===== config.mk =====
export PLATFORM = sky130hd
export DESIGN_NAME = line_follow_pid_steering
export DESIGN_NICKNAME = d
export VERILOG_FILES = /design/src/hw/rtl/lfps_pkg.sv /design/src/hw/rtl/line_follow_pid_steering.sv /design/src/hw/rtl/lfps_mul.sv /design/src/hw/rtl/lfps_div.sv /design/src/hw/rtl/lfps_core.sv
export SDC_FILE = /design/constraint.sdc
export NUM_CORES = 2
export LEC_CHECK = 0
export BUFFER_PORTS_ARGS = -buffer_cell sky130_fd_sc_hd__buf_2
export CAP_MARGIN = 20
export CORE_MARGIN = 10
export CORE_UTILIZATION = 26
export CTS_CLUSTER_SIZE = 40
export DETAILED_ROUTE_END_ITERATION = 6
export PLACE_DENSITY = 0.45
export REMOVE_ABC_BUFFERS = 1
export SLEW_MARGIN = 20
export SYNTH_ARGS = -nofsm -noshare
export SYNTH_HDL_FRONTEND = slang
export SYNTH_HIERARCHICAL = 1
export SYNTH_SLANG_ARGS = --single-unit

===== constraint.sdc =====
create_clock -name clk -period 14.9 [get_ports clk]
set_input_delay 1.49 -clock clk [delete_from_list [all_inputs] [get_ports clk]]
set_output_delay 1.49 -clock clk [all_outputs]
set_load 0.02 [all_outputs]

===== src/hw/rtl/lfps_pkg.sv =====
// Shared types and constants for the line-follow PID steering block.
package lfps_pkg;

    localparam int MASK_W      = 12;
    localparam int CFG_INDEX_W = 4;
    localparam int CFG_DATA_W  = 16;
    localparam int SUM_W       = 16;
    localparam int CNT_W       = 5;
    localparam int DIVD_W      = 15;
    localparam int MCAND_W     = 24;
    localparam int MPLIER_W    = 17;
    localparam int PROD_W      = 41;
    localparam int ALPHA_ONE   = 32768;
    localparam int SPEED_MAX_Q = 25600;

    typedef enum logic [CFG_INDEX_W-1:0] {
        REG_GAIN_P           = 4'd0,
        REG_GAIN_I           = 4'd1,
        REG_GAIN_D           = 4'd2,
        REG_BASE_SPEED       = 4'd3,
        REG_TRIM_OFFSET      = 4'd4,
        REG_POSITION_ALPHA   = 4'd5,
        REG_DERIVATIVE_ALPHA = 4'd6,
        REG_INTEGRAL_LIMIT   = 4'd7
    } cfg_index_t;

    typedef struct packed {
        logic signed [15:0] gain_p;
        logic signed [15:0] gain_i;
        logic signed [15:0] gain_d;
        logic [6:0]         cruise_speed;
        logic signed [15:0] trim_offset;
        logic [15:0]        position_alpha;
        logic [15:0]        derivative_alpha;
        logic [14:0]        integral_limit;
    } cfg_t;

    typedef struct packed {
        logic               line_lost;
        logic [6:0]         drive_left;
        logic [6:0]         drive_right;
        logic signed [15:0] pid_output;
    } result_t;

    typedef enum logic [3:0] {
        ST_IDLE,
        ST_SCAN,
        ST_DIV_GO,
        ST_DIV_WAIT,
        ST_MUL_GO,
        ST_MUL_WAIT,
        ST_SUM,
        ST_CLAMP,
        ST_DONE
    } state_t;

    typedef enum logic [2:0] {
        OP_POS,
        OP_P,
        OP_D,
        OP_DF,
        OP_I
    } mul_op_t;

endpackage


===== src/hw/rtl/line_follow_pid_steering.sv =====
// Top level: configuration registers, request channels and output register.
//
// Line-follow PID steering. Each request on the input channel carries a
// sensor mask; each one yields exactly one result request on the output
// channel (line_lost, drive_left, drive_right, pid_output).
// Configuration: cfg_valid/cfg_ready with cfg_index and cfg_data; cfg_ready
// is always high. Write only while no request is in flight.
// Datapath: the sensor mask is scanned one bit per cycle, the position mean
// comes from a 15-step serial divider, and the filters and PID run five
// multiplies on a 17-step bit-serial multiplier, four when the position
// filter restarts. When no sensor sees the line, the divider and the
// multiplies are skipped.
// One request is worked on at a time; in_ready is high only while the
// sequencer is idle.
// Output: a result register holds the last result; the sequencer may start
// the next request while it waits, and stalls at its end only if the
// receiver still holds the previous result.
// Reset: asynchronous, active low; registers return to their defaults and
// the controller state is cleared with the filter set to restart.
module line_follow_pid_steering import lfps_pkg::*;
#(
    parameter int SENSOR_COUNT = 12
)
(
    input  logic                   clk,
    input  logic                   rst_n,
    input  logic                   in_valid,
    output logic                   in_ready,
    input  logic [MASK_W-1:0]      sensor_mask,
    input  logic                   cfg_valid,
    output logic                   cfg_ready,
    input  logic [CFG_INDEX_W-1:0] cfg_index,
    input  logic [CFG_DATA_W-1:0]  cfg_data,
    output logic                   out_valid,
    input  logic                   out_ready,
    output logic                   line_lost,
    output logic [6:0]             drive_left,
    output logic [6:0]             drive_right,
    output logic signed [15:0]     pid_output
);

    localparam int WIDE_W = MASK_W + SENSOR_COUNT;

    cfg_t              cfg_reg;
    logic              out_valid_reg;
    result_t           out_res_reg;
    logic [WIDE_W-1:0] mask_wide;
    logic              core_idle;
    logic              res_valid;
    logic              res_take;
    result_t           res;

    assign cfg_ready = 1'b1;

    // Register file writes
    always_ff @(posedge clk or negedge rst_n)
    begin
        if (!rst_n)
        begin
            cfg_reg.gain_p           <= 16'sd256;
            cfg_reg.gain_i           <= 16'sd0;
            cfg_reg.gain_d           <= 16'sd128;
            cfg_reg.cruise_speed     <= 7'd50;
            cfg_reg.trim_offset      <= 16'sd0;
            cfg_reg.position_alpha   <= 16'd6554;
            cfg_reg.derivative_alpha <= 16'd3277;
            cfg_reg.integral_limit   <= 15'd7680;
        end
        else if (cfg_valid && cfg_ready)
        begin
            unique case (cfg_index_t'(cfg_index))
                REG_GAIN_P:           cfg_reg.gain_p           <= cfg_data;
                REG_GAIN_I:           cfg_reg.gain_i           <= cfg_data;
                REG_GAIN_D:           cfg_reg.gain_d           <= cfg_data;
                REG_BASE_SPEED:       cfg_reg.cruise_speed     <= cfg_data[6:0];
                REG_TRIM_OFFSET:      cfg_reg.trim_offset      <= cfg_data;
                REG_POSITION_ALPHA:   cfg_reg.position_alpha   <= cfg_data;
                REG_DERIVATIVE_ALPHA: cfg_reg.derivative_alpha <= cfg_data;
                REG_INTEGRAL_LIMIT:   cfg_reg.integral_limit   <= cfg_data[14:0];
                default:
                begin
                end
            endcase
        end
    end

    // Fit the mask to the sensor count
    assign mask_wide = WIDE_W'(sensor_mask);
    assign in_ready  = core_idle;

    lfps_core #(
        .SENSOR_COUNT (SENSOR_COUNT)
    ) u_core
    (
        .clk       (clk),
        .rst_n     (rst_n),
        .start     (in_valid && in_ready),
        .mask      (mask_wide[SENSOR_COUNT-1:0]),
        .cfg       (cfg_reg),
        .idle      (core_idle),
        .res_valid (res_valid),
        .res_take  (res_take),
        .res       (res)
    );

    // Load the result register when it is free or being drained
    assign res_take = res_valid && (!out_valid_reg || out_ready);

    always_ff @(posedge clk or negedge rst_n)
    begin
        if (!rst_n)
        begin
            out_valid_reg <= 1'b0;
            out_res_reg   <= '0;
        end
        else if (res_take)
        begin
            out_valid_reg <= 1'b1;
            out_res_reg   <= res;
        end
        else if (out_ready)
        begin
            out_valid_reg <= 1'b0;
        end
    end

    assign out_valid   = out_valid_reg;
    assign line_lost   = out_res_reg.line_lost;
    assign drive_left  = out_res_reg.drive_left;
    assign drive_right = out_res_reg.drive_right;
    assign pid_output  = out_res_reg.pid_output;

endmodule


===== src/hw/rtl/lfps_mul.sv =====
// Bit-serial signed shift-add multiplier, one multiplier bit per cycle.
module lfps_mul import lfps_pkg::*;
(
    input  logic                       clk,
    input  logic                       rst_n,
    input  logic                       start,
    input  logic signed [MCAND_W-1:0]  mcand,
    input  logic signed [MPLIER_W-1:0] mplier,
    output logic                       done,
    output logic signed [PROD_W-1:0]   product
);

    localparam int STEP_W = $clog2(MPLIER_W);
    localparam logic [STEP_W-1:0] STEP_LAST = STEP_W'(MPLIER_W - 1);

    logic                       busy_reg;
    logic                       done_reg;
    logic [STEP_W-1:0]          step_reg;
    logic signed [PROD_W-1:0]   mcand_reg;
    logic [MPLIER_W-1:0]        mplier_reg;
    logic signed [PROD_W-1:0]   acc_reg;
    logic signed [PROD_W-1:0]   addend;
    logic signed [PROD_W-1:0]   acc_next;

    // Pick the partial product; the top bit carries negative weight
    always_comb
    begin
        addend = mplier_reg[0] ? mcand_reg : '0;
        if (step_reg == STEP_LAST)
        begin
            acc_next = acc_reg - addend;
        end
        else
        begin
            acc_next = acc_reg + addend;
        end
    end

    // Advance one multiplier bit per cycle
    always_ff @(posedge clk or negedge rst_n)
    begin
        if (!rst_n)
        begin
            busy_reg   <= 1'b0;
            done_reg   <= 1'b0;
            step_reg   <= '0;
            mcand_reg  <= '0;
            mplier_reg <= '0;
            acc_reg    <= '0;
        end
        else if (start)
        begin
            busy_reg   <= 1'b1;
            done_reg   <= 1'b0;
            step_reg   <= '0;
            mcand_reg  <= PROD_W'(mcand);
            mplier_reg <= mplier;
            acc_reg    <= '0;
        end
        else if (busy_reg)
        begin
            acc_reg    <= acc_next;
            mcand_reg  <= mcand_reg <<< 1;
            mplier_reg <= mplier_reg >> 1;
            step_reg   <= step_reg + 1'b1;
            if (step_reg == STEP_LAST)
            begin
                busy_reg <= 1'b0;
                done_reg <= 1'b1;
            end
        end
        else
        begin
            done_reg <= 1'b0;
        end
    end

    assign done    = done_reg;
    assign product = acc_reg;

endmodule


===== src/hw/rtl/lfps_div.sv =====
// Restoring divider, one quotient bit per cycle, for the position mean.
module lfps_div import lfps_pkg::*;
(
    input  logic              clk,
    input  logic              rst_n,
    input  logic              start,
    input  logic [DIVD_W-1:0] dividend,
    input  logic [CNT_W-1:0]  divisor,
    output logic              done,
    output logic [DIVD_W-1:0] quotient
);

    localparam int STEP_W = $clog2(DIVD_W + 1);
    localparam logic [STEP_W-1:0] STEP_LAST = STEP_W'(DIVD_W - 1);

    logic              busy_reg;
    logic              done_reg;
    logic [STEP_W-1:0] step_reg;
    logic [DIVD_W-1:0] num_reg;
    logic [DIVD_W-1:0] quo_reg;
    logic [CNT_W-1:0]  rem_reg;
    logic [CNT_W-1:0]  den_reg;
    logic [CNT_W:0]    trial;
    logic [CNT_W:0]    diff;
    logic              fits;

    // Trial subtract of the divisor from the shifted remainder
    always_comb
    begin
        trial = {rem_reg, num_reg[DIVD_W-1]};
        diff  = trial - {1'b0, den_reg};
        fits  = (trial >= {1'b0, den_reg});
    end

    // Shift in one dividend bit per cycle
    always_ff @(posedge clk or negedge rst_n)
    begin
        if (!rst_n)
        begin
            busy_reg <= 1'b0;
            done_reg <= 1'b0;
            step_reg <= '0;
            num_reg  <= '0;
            quo_reg  <= '0;
            rem_reg  <= '0;
            den_reg  <= '0;
        end
        else if (start)
        begin
            busy_reg <= 1'b1;
            done_reg <= 1'b0;
            step_reg <= '0;
            num_reg  <= dividend;
            quo_reg  <= '0;
            rem_reg  <= '0;
            den_reg  <= divisor;
        end
        else if (busy_reg)
        begin
            rem_reg  <= fits ? diff[CNT_W-1:0] : trial[CNT_W-1:0];
            quo_reg  <= {quo_reg[DIVD_W-2:0], fits};
            num_reg  <= num_reg << 1;
            step_reg <= step_reg + 1'b1;
            if (step_reg == STEP_LAST)
            begin
                busy_reg <= 1'b0;
                done_reg <= 1'b1;
            end
        end
        else
        begin
            done_reg <= 1'b0;
        end
    end

    assign done     = done_reg;
    assign quotient = quo_reg;

endmodule


===== src/hw/rtl/lfps_core.sv =====
// Sequencer and datapath: sensor scan, position mean, filters, PID and clamps.
module lfps_core import lfps_pkg::*;
#(
    parameter int SENSOR_COUNT = 12
)
(
    input  logic                    clk,
    input  logic                    rst_n,
    input  logic                    start,
    input  logic [SENSOR_COUNT-1:0] mask,
    input  cfg_t                    cfg,
    output logic                    idle,
    output logic                    res_valid,
    input  logic                    res_take,
    output result_t                 res
);

    localparam int IDX_W = $clog2(SENSOR_COUNT);
    localparam logic [IDX_W-1:0] IDX_LAST = IDX_W'(SENSOR_COUNT - 1);
    localparam logic signed [SUM_W-1:0] WEIGHT_OFS = SUM_W'(SENSOR_COUNT - 1);

    // Divide by a power of two, rounding toward zero
    function automatic logic signed [PROD_W-1:0] shr_trunc(
        input logic signed [PROD_W-1:0] v,
        input logic [3:0]               sh
    );
        logic signed [PROD_W-1:0] bias;
        begin
            bias = (v < 0) ? ((PROD_W'(1) <<< sh) - PROD_W'(1)) : '0;
            return (v + bias) >>> sh;
        end
    endfunction

    // Saturate a Q1.15 coefficient at one
    function automatic logic signed [MPLIER_W-1:0] alpha_sat(input logic [15:0] a);
        begin
            return (a > 16'(ALPHA_ONE)) ? MPLIER_W'(ALPHA_ONE) : $signed({1'b0, a});
        end
    endfunction

    // Clamp a Q8.8 speed to the motor range and drop the fraction
    function automatic logic [6:0] speed_of(input logic signed [25:0] v);
        logic signed [25:0] c;
        begin
            if (v < 26'sd0)
            begin
                c = '0;
            end
            else if (v > 26'(SPEED_MAX_Q))
            begin
                c = 26'(SPEED_MAX_Q);
            end
            else
            begin
                c = v;
            end
            return 7'(c >>> 8);
        end
    endfunction

    state_t                    state_reg;
    state_t                    state_next;
    mul_op_t                   op_reg;
    logic [SENSOR_COUNT-1:0]   mask_sr_reg;
    logic [IDX_W-1:0]          idx_reg;
    logic signed [SUM_W-1:0]   sum_reg;
    logic [CNT_W-1:0]          cnt_reg;
    logic signed [15:0]        raw_reg;
    logic signed [15:0]        fp_reg;
    logic                      restart_reg;
    logic signed [15:0]        prev_reg;
    logic signed [23:0]        integ_reg;
    logic signed [23:0]        df_reg;
    logic                      was_lost_reg;
    logic signed [23:0]        p_reg;
    logic signed [23:0]        din_reg;
    logic signed [23:0]        ki_reg;
    logic signed [24:0]        i_term_reg;
    logic signed [25:0]        total_reg;
    result_t                   res_reg;

    logic                      hit;
    logic [CNT_W-1:0]          cnt_final;
    logic                      scan_last;
    logic signed [SUM_W-1:0]   weight;
    logic signed [16:0]        err;
    logic [SUM_W-1:0]          sum_abs;
    logic                      div_start;
    logic                      div_done;
    logic [DIVD_W-1:0]         div_quo;
    logic signed [15:0]        raw_calc;
    logic                      mul_start;
    logic                      mul_done;
    logic signed [MCAND_W-1:0] mcand;
    logic signed [MPLIER_W-1:0] mplier;
    logic signed [PROD_W-1:0]  prod;

    logic signed [25:0]        limit;
    logic signed [25:0]        ilim;
    logic signed [25:0]        ki_w;
    logic signed [25:0]        i_term_w;
    logic signed [25:0]        integ_sel;
    logic signed [25:0]        integ_clamped;
    logic signed [25:0]        outv;
    logic signed [25:0]        trim_w;

    // Scan one sensor bit per cycle
    always_comb
    begin
        hit       = mask_sr_reg[0];
        cnt_final = cnt_reg + CNT_W'(hit);
        scan_last = (idx_reg == IDX_LAST);
        weight    = ($signed(SUM_W'(idx_reg) <<< 1) - WEIGHT_OFS) <<< 7;
        err       = -(17'(fp_reg));
        sum_abs   = (sum_reg < 0) ? -sum_reg : sum_reg;
        raw_calc  = sum_reg[SUM_W-1] ? -$signed({1'b0, div_quo}) : $signed({1'b0, div_quo});
    end

    // Route multiplier operands for the current step
    always_comb
    begin
        case (op_reg)
            OP_POS:
            begin
                mcand  = MCAND_W'(raw_reg) - MCAND_W'(fp_reg);
                mplier = alpha_sat(cfg.position_alpha);
            end
            OP_P:
            begin
                mcand  = MCAND_W'(err);
                mplier = MPLIER_W'(cfg.gain_p);
            end
            OP_D:
            begin
                mcand  = MCAND_W'(err) - MCAND_W'(prev_reg);
                mplier = MPLIER_W'(cfg.gain_d);
            end
            OP_DF:
            begin
                mcand  = din_reg - df_reg;
                mplier = alpha_sat(cfg.derivative_alpha);
            end
            OP_I:
            begin
                mcand  = MCAND_W'(err);
                mplier = MPLIER_W'(cfg.gain_i);
            end
            default:
            begin
                mcand  = '0;
                mplier = '0;
            end
        endcase
    end

    // Saturate the output and hold the integral against windup
    always_comb
    begin
        limit    = $signed(26'({cfg.cruise_speed, 8'b0}));
        ilim     = $signed(26'(cfg.integral_limit));
        ki_w     = 26'(ki_reg);
        i_term_w = 26'(i_term_reg);
        trim_w   = 26'(cfg.trim_offset);
        if (total_reg > limit)
        begin
            integ_sel = (ki_w > 26'sd0) ? 26'(integ_reg) : i_term_w;
            outv      = limit;
        end
        else if (total_reg < -limit)
        begin
            integ_sel = (ki_w < 26'sd0) ? 26'(integ_reg) : i_term_w;
            outv      = -limit;
        end
        else
        begin
            integ_sel = i_term_w;
            outv      = total_reg;
        end
        if (integ_sel > ilim)
        begin
            integ_clamped = ilim;
        end
        else if (integ_sel < -ilim)
        begin
            integ_clamped = -ilim;
        end
        else
        begin
            integ_clamped = integ_sel;
        end
    end

    lfps_div u_div
    (
        .clk      (clk),
        .rst_n    (rst_n),
        .start    (div_start),
        .dividend (sum_abs[DIVD_W-1:0]),
        .divisor  (cnt_reg),
        .done     (div_done),
        .quotient (div_quo)
    );

    lfps_mul u_mul
    (
        .clk     (clk),
        .rst_n   (rst_n),
        .start   (mul_start),
        .mcand   (mcand),
        .mplier  (mplier),
        .done    (mul_done),
        .product (prod)
    );

    // Next state
    always_comb
    begin
        state_next = state_reg;
        unique case (state_reg)
            ST_IDLE:     if (start) state_next = ST_SCAN;
            ST_SCAN:
            begin
                if (scan_last)
                begin
                    state_next = (cnt_final == '0) ? ST_DONE : ST_DIV_GO;
                end
            end
            ST_DIV_GO:   state_next = ST_DIV_WAIT;
            ST_DIV_WAIT: if (div_done) state_next = ST_MUL_GO;
            ST_MUL_GO:   state_next = ST_MUL_WAIT;
            ST_MUL_WAIT:
            begin
                if (mul_done)
                begin
                    state_next = (op_reg == OP_I) ? ST_SUM : ST_MUL_GO;
                end
            end
            ST_SUM:      state_next = ST_CLAMP;
            ST_CLAMP:    state_next = ST_DONE;
            ST_DONE:     if (res_take) state_next = ST_IDLE;
            default:     state_next = ST_IDLE;
        endcase
    end

    // Control outputs
    always_comb
    begin
        idle      = 1'b0;
        div_start = 1'b0;
        mul_start = 1'b0;
        res_valid = 1'b0;
        unique case (state_reg)
            ST_IDLE:   idle      = 1'b1;
            ST_DIV_GO: div_start = 1'b1;
            ST_MUL_GO: mul_start = 1'b1;
            ST_DONE:   res_valid = 1'b1;
            default:
            begin
            end
        endcase
    end

    always_ff @(posedge clk or negedge rst_n)
    begin
        if (!rst_n)
        begin
            state_reg <= ST_IDLE;
        end
        else
        begin
            state_reg <= state_next;
        end
    end

    // Datapath registers and controller state
    always_ff @(posedge clk or negedge rst_n)
    begin
        if (!rst_n)
        begin
            op_reg       <= OP_POS;
            mask_sr_reg  <= '0;
            idx_reg      <= '0;
            sum_reg      <= '0;
            cnt_reg      <= '0;
            raw_reg      <= '0;
            fp_reg       <= '0;
            restart_reg  <= 1'b1;
            prev_reg     <= '0;
            integ_reg    <= '0;
            df_reg       <= '0;
            was_lost_reg <= 1'b0;
            p_reg        <= '0;
            din_reg      <= '0;
            ki_reg       <= '0;
            i_term_reg   <= '0;
            total_reg    <= '0;
            res_reg      <= '0;
        end
        else
        begin
            case (state_reg)
                ST_IDLE:
                begin
                    if (start)
                    begin
                        mask_sr_reg <= mask;
                        idx_reg     <= '0;
                        sum_reg     <= '0;
                        cnt_reg     <= '0;
                    end
                end
                ST_SCAN:
                begin
                    if (hit)
                    begin
                        sum_reg <= sum_reg + weight;
                    end
                    cnt_reg     <= cnt_final;
                    mask_sr_reg <= mask_sr_reg >> 1;
                    idx_reg     <= idx_reg + 1'b1;
                    if (scan_last)
                    begin
                        if (cnt_final == '0)
                        begin
                            // Line lost: stop the motors, remember it
                            was_lost_reg <= 1'b1;
                            res_reg      <= '{line_lost: 1'b1, drive_left: '0,
                                              drive_right: '0, pid_output: '0};
                        end
                        else if (was_lost_reg)
                        begin
                            // Line found again: drop the controller history
                            integ_reg    <= '0;
                            df_reg       <= '0;
                            prev_reg     <= '0;
                            restart_reg  <= 1'b1;
                            was_lost_reg <= 1'b0;
                        end
                    end
                end
                ST_DIV_WAIT:
                begin
                    if (div_done)
                    begin
                        if (restart_reg)
                        begin
                            fp_reg      <= raw_calc;
                            restart_reg <= 1'b0;
                            op_reg      <= OP_P;
                        end
                        else
                        begin
                            raw_reg <= raw_calc;
                            op_reg  <= OP_POS;
                        end
                    end
                end
                ST_MUL_WAIT:
                begin
                    if (mul_done)
                    begin
                        case (op_reg)
                            OP_POS:
                            begin
                                fp_reg <= 16'(shr_trunc(prod + (PROD_W'(fp_reg) <<< 15), 4'd15));
                                op_reg <= OP_P;
                            end
                            OP_P:
                            begin
                                p_reg  <= 24'(shr_trunc(prod, 4'd8));
                                op_reg <= OP_D;
                            end
                            OP_D:
                            begin
                                din_reg <= 24'(shr_trunc(prod, 4'd8));
                                op_reg  <= OP_DF;
                            end
                            OP_DF:
                            begin
                                df_reg <= 24'(shr_trunc(prod + (PROD_W'(df_reg) <<< 15), 4'd15));
                                op_reg <= OP_I;
                            end
                            OP_I:
                            begin
                                ki_reg <= 24'(shr_trunc(prod, 4'd8));
                            end
                            default:
                            begin
                            end
                        endcase
                    end
                end
                ST_SUM:
                begin
                    i_term_reg <= 25'(integ_reg) + 25'(ki_reg);
                    total_reg  <= 26'(p_reg) + 26'(integ_reg) + 26'(ki_reg) + 26'(df_reg);
                end
                ST_CLAMP:
                begin
                    integ_reg <= 24'(integ_clamped);
                    prev_reg  <= 16'(err);
                    res_reg   <= '{line_lost: 1'b0,
                                   drive_left: speed_of(limit - outv + trim_w),
                                   drive_right: speed_of(limit + outv - trim_w),
                                   pid_output: 16'(outv)};
                end
                default:
                begin
                end
            endcase
        end
    end

    assign res = res_reg;

endmodule


==> reports/summary.md <==
The logs give 0 for the remaining number of nets flagged by the antenna check after routing and 0 for the final hold violation count. After clock tree synthesis, the setup repair step added 0 buffers. TritonCTS built the clock tree.

Clock root buffer: sky130_fd_sc_hd__clkbuf_16. The detailed-routed wire length on met3 is 5.18 mm, and the total length of routed met2 wires is 66.0 mm. Maximum number of pins on one net before global-route repair: 145.

Relative to the synthesized area, the layout overhead comes to 12.8%. From left edge to right edge, the die measures 436 um. Measured along the y axis, the die boundary spans 436 um. The final layout net count is 5550.

On the critical path, the stage with the largest delay is an instance of sky130_fd_sc_hd__a2111oi_1. The proportion of synthesized chip area in sequential cells was 0.329; the worst hold path stage count was 2. In this run, synthesis produced a sequential element count of 591.

For the pin with the worst max-slew slack, the measured transition is 1030 ps. The run gives 6 as the number of search-and-repair iterations in the first detailed-routing pass. For the worst flop-to-flop path, the logic depth is 26. The share of cells above drive strength 1 works out to 0.104. The netlist uses 116 different library cells. The logs give 0.145 for the all-layer global routing usage and 0 for the number of endpoints failing setup at the final stage. In this run, CTS created clock tree buffers numbering 78. The logs give 0.262 for the starting density of the core and 222 mm for the global-route wire length before repair. The register with the most flip-flops in the layout has 118 of them. For this run, the slowest stage of the critical path takes 650 ps. Clock-pin slew was measured on the worst setup and hold paths at 60 ps.

The critical path is of the register to register type. At the end of routability-driven placement, the weighted congestion stood at 0.858. After detailed routing, the total wire length is 143 mm. The run gives 108 mm as the detailed placement HPWL.

Capture endpoint of the worst hold path: u_core/i_term_reg[7]. In this run, post-CTS hold repair placed 0 buffers. The total DRC errors in the routed layout was 0; the warning count from the yosys run was 6.

Final-report max-slew violation count: 0. The via count of the first global-routing pass was 36557; the proportion of synthesized flip-flops having asynchronous set or reset was 1.00. The shortest clock period the worst path allows after layout came out at 8040 ps.

Achievable frequency: 0.124 GHz. STA puts the critical path data required time at 15540 ps. Counting every sink on the clock net gives 591.

Post-CTS repair changed the size of 0 cells. The most used flip-flop cell after synthesis is sky130_fd_sc_hd__dfrtp_1. The die covers 190000 sq um. The run gives 9 as the number of antenna violations at the first check in global routing. The worst hold path startpoint was u_core/i_term_reg[7]. The run finished with clean final reports. In the layout the commonest cells are sky130_fd_sc_hd__dfrtp_1, sky130_fd_sc_hd__nand2_1, sky130_fd_sc_hd__o21ai_0. Each instance of the synthesized netlist takes up on average 8.97 sq um. The worst vdd rail ir drop was 0.111 mV; the netlist area before placement was 45000 sq um. Setup repair after global routing left no endpoint under its margin.

On the final layout, the worst clock skew is 75.2 ps. After detailed routing, the wire length on met1 is 67.1 mm. The library cell used most frequently in the layout, excluding fill and tap cells, is sky130_fd_sc_hd__dfrtp_1. The setup slack of the most critical reg-to-reg path is 6860 ps, and the core footprint is 172000 sq um. Of all nets on the critical path, the largest fanout is 9. The initialized floorplan defines 152 standard-cell rows. Yosys mapped a number of flops with a built-in enable equal to 0. Using the TritonRoute via totals, the vias-per-cell ratio works out to 5.00. The tools report the final standard cell utilization of the core as 0.295. Across the run, the number of max-cap violations was 0. The count of buffers added on input and output ports is 69. Clock latency on the worst-skew pair, taken at its later pin, is 710 ps.

The post-detailed-route wirelength per cell came out at 19.3 um. No sink is reached through more buffers than the 3 on the longest clock path. STA classifies the critical path endpoint as a register. The portion of the clock cycle consumed by the worst path in the final layout is 0.540.

Launch instance of the worst register-to-register path: cfg_reg[65]. In this run the critical register-to-register path is captured at u_core/res[24]. Power spread over the standard cell area amounts to 258 nW/um^2. Worst min-delay path class: register to register. CTS built an H-tree with a depth of 3.

The detailed router finished its first iteration with 2619 violations. The tools report the relative slew slack as 0.304. STA classifies the critical path startpoint as a register.

In this run the static leakage power is 23.1 nW. Summed over all failing endpoints, the final setup total negative slack is 0 ps. Uppermost signal routing layer after detailed routing: met5.

The instance count of the mapped netlist came out at 5015. For the number of vias in the routed layout, the log shows 37044. Pin placement for this block handled 71 I/O pins.

For the remaining global-route overflow, the log shows 0. The signal arrival time at the worst endpoint is 8690 ps.
[layout make-up]
cell class / count / area (sq um)
Fill cell: 18232 / 121000
Multi-Input combinational cell: 4011 / 28600
Sequential cell: 591 / 14800
Tap cell: 2310 / 2890
Clock buffer: 110 / 2220
Timing Repair Buffer: 136 / 883
Inverter: 223 / 837
Clock inverter: 33 / 510
Antenna cell: 2 / 5.00
[kinds of logic (layout without fill, tap and decap cells)]
group,count (synthesis),after routing,share of synthesized area
compound gates,1397,1397,0.198
xor+xnor,337,337,0.0667
fa+ha+maj,474,474,0.143
buf+inv,419,502,0.0370
flops,591,591,0.329
mux,280,280,0.0671
other cells,2,10,0.000167
simple gates,1515,1515,0.159
[worst max-delay path: cells and delay by family (launching register included)]
| family | cells | cell delay [ps] |
|---|---|---|
| multiplexers | 1 | 560 |
| adder cells (fa/ha/maj) | 3 | 610 |
| AND/OR/NAND/NOR | 11 | 3680 |
| flip-flops | 1 | 460 |
| XOR/XNOR | 1 | 130 |
| AO/OA/AOI/OAI | 10 | 2550 |
[routing by layer]
layer,GRT usage,vias up
met5,0,-
met4,0.0479,4
met3,0.0194,203
met2,0.239,673
met1,0.196,17963
li1,-,18201
[through the flow]
step | hold WS, ps | setup slack [ps] | power, mW | area (sq um) | instances
CTS | 480 | 6860 | 13.2 | 50800 | 7414
floorplan | 435 | 5820 | 8.69 | 44200 | 4825
finish | 480 | 6860 | 13.1 | 50800 | 7416
detailed placement | 467 | 6870 | 11.1 | 48000 | 7271
global route | 506 | 6200 | 14.3 | 50800 | 7416
global placement | 457 | 6870 | 11.0 | 48000 | 7271
[power by group]
group	internal (mW)	switching (mW)	total, mW	leakage (nW)
logic	3.30	4.88	8.18	14.3
clock network	1.19	0.825	2.02	1.33
registers	2.17	0.733	2.90	7.55
total	6.66	6.44	13.1	23.1
[cell usage after synthesis (18+ instances only)]
| library cell | n | area share |
|---|---|---|
| sky130_fd_sc_hd__clkbuf_1 | 145 | 0.012 |
| sky130_fd_sc_hd__ha_1 | 405 | 0.11 |
| sky130_fd_sc_hd__nor2_1 | 382 | 0.032 |
| sky130_fd_sc_hd__mux2i_1 | 110 | 0.024 |
| sky130_fd_sc_hd__nand2_1 | 539 | 0.045 |
| sky130_fd_sc_hd__nor4_1 | 36 | 0.0050 |
| sky130_fd_sc_hd__a31oi_1 | 47 | 0.0065 |
| sky130_fd_sc_hd__o21bai_1 | 21 | 0.0035 |
| sky130_fd_sc_hd__xnor2_1 | 193 | 0.038 |
| sky130_fd_sc_hd__a21o_1 | 120 | 0.020 |
| sky130_fd_sc_hd__o22ai_1 | 21 | 0.0029 |
| sky130_fd_sc_hd__nand2b_1 | 55 | 0.0076 |
| sky130_fd_sc_hd__dfstp_2 | 24 | 0.014 |
| sky130_fd_sc_hd__nand4_1 | 52 | 0.0072 |
| sky130_fd_sc_hd__nor3_1 | 90 | 0.010 |
| sky130_fd_sc_hd__a221o_1 | 18 | 0.0040 |
| sky130_fd_sc_hd__dfrtp_1 | 567 | 0.32 |
| sky130_fd_sc_hd__o311ai_0 | 21 | 0.0041 |
| sky130_fd_sc_hd__fa_1 | 67 | 0.030 |
| sky130_fd_sc_hd__and2_1 | 27 | 0.0038 |
| sky130_fd_sc_hd__a211oi_1 | 50 | 0.0083 |
| sky130_fd_sc_hd__o21ai_0 | 439 | 0.049 |
| sky130_fd_sc_hd__and3_1 | 28 | 0.0039 |
| sky130_fd_sc_hd__buf_2 | 24 | 0.0027 |
| sky130_fd_sc_hd__inv_1 | 223 | 0.019 |
| sky130_fd_sc_hd__nand3_1 | 114 | 0.013 |
| sky130_fd_sc_hd__nor2b_1 | 56 | 0.0078 |
| sky130_fd_sc_hd__a22o_1 | 21 | 0.0041 |
| sky130_fd_sc_hd__o21a_1 | 44 | 0.0073 |
| sky130_fd_sc_hd__mux2_2 | 168 | 0.042 |
| sky130_fd_sc_hd__a21oi_1 | 330 | 0.037 |
| sky130_fd_sc_hd__o31ai_1 | 36 | 0.0060 |
| sky130_fd_sc_hd__a22oi_1 | 24 | 0.0040 |
| sky130_fd_sc_hd__o211ai_1 | 31 | 0.0052 |
| sky130_fd_sc_hd__xor2_1 | 140 | 0.027 |
| sky130_fd_sc_hd__or3_1 | 36 | 0.0050 |
[worst max path at each step]
stage | from | endpoint | slack, ps
floorplan | u_core/state_reg[3] | u_core/u_mul/product[23] | 5820
global placement | cfg_reg[65] | u_core/res[23] | 6870
detailed placement | cfg_reg[65] | u_core/res[24] | 6870
CTS | cfg_reg[65] | u_core/res[24] | 6860
global route | cfg_reg[65] | u_core/res[17] | 6200
finish | cfg_reg[65] | u_core/res[24] | 6860
Note: power is estimated with default switching activity, not from simulation.
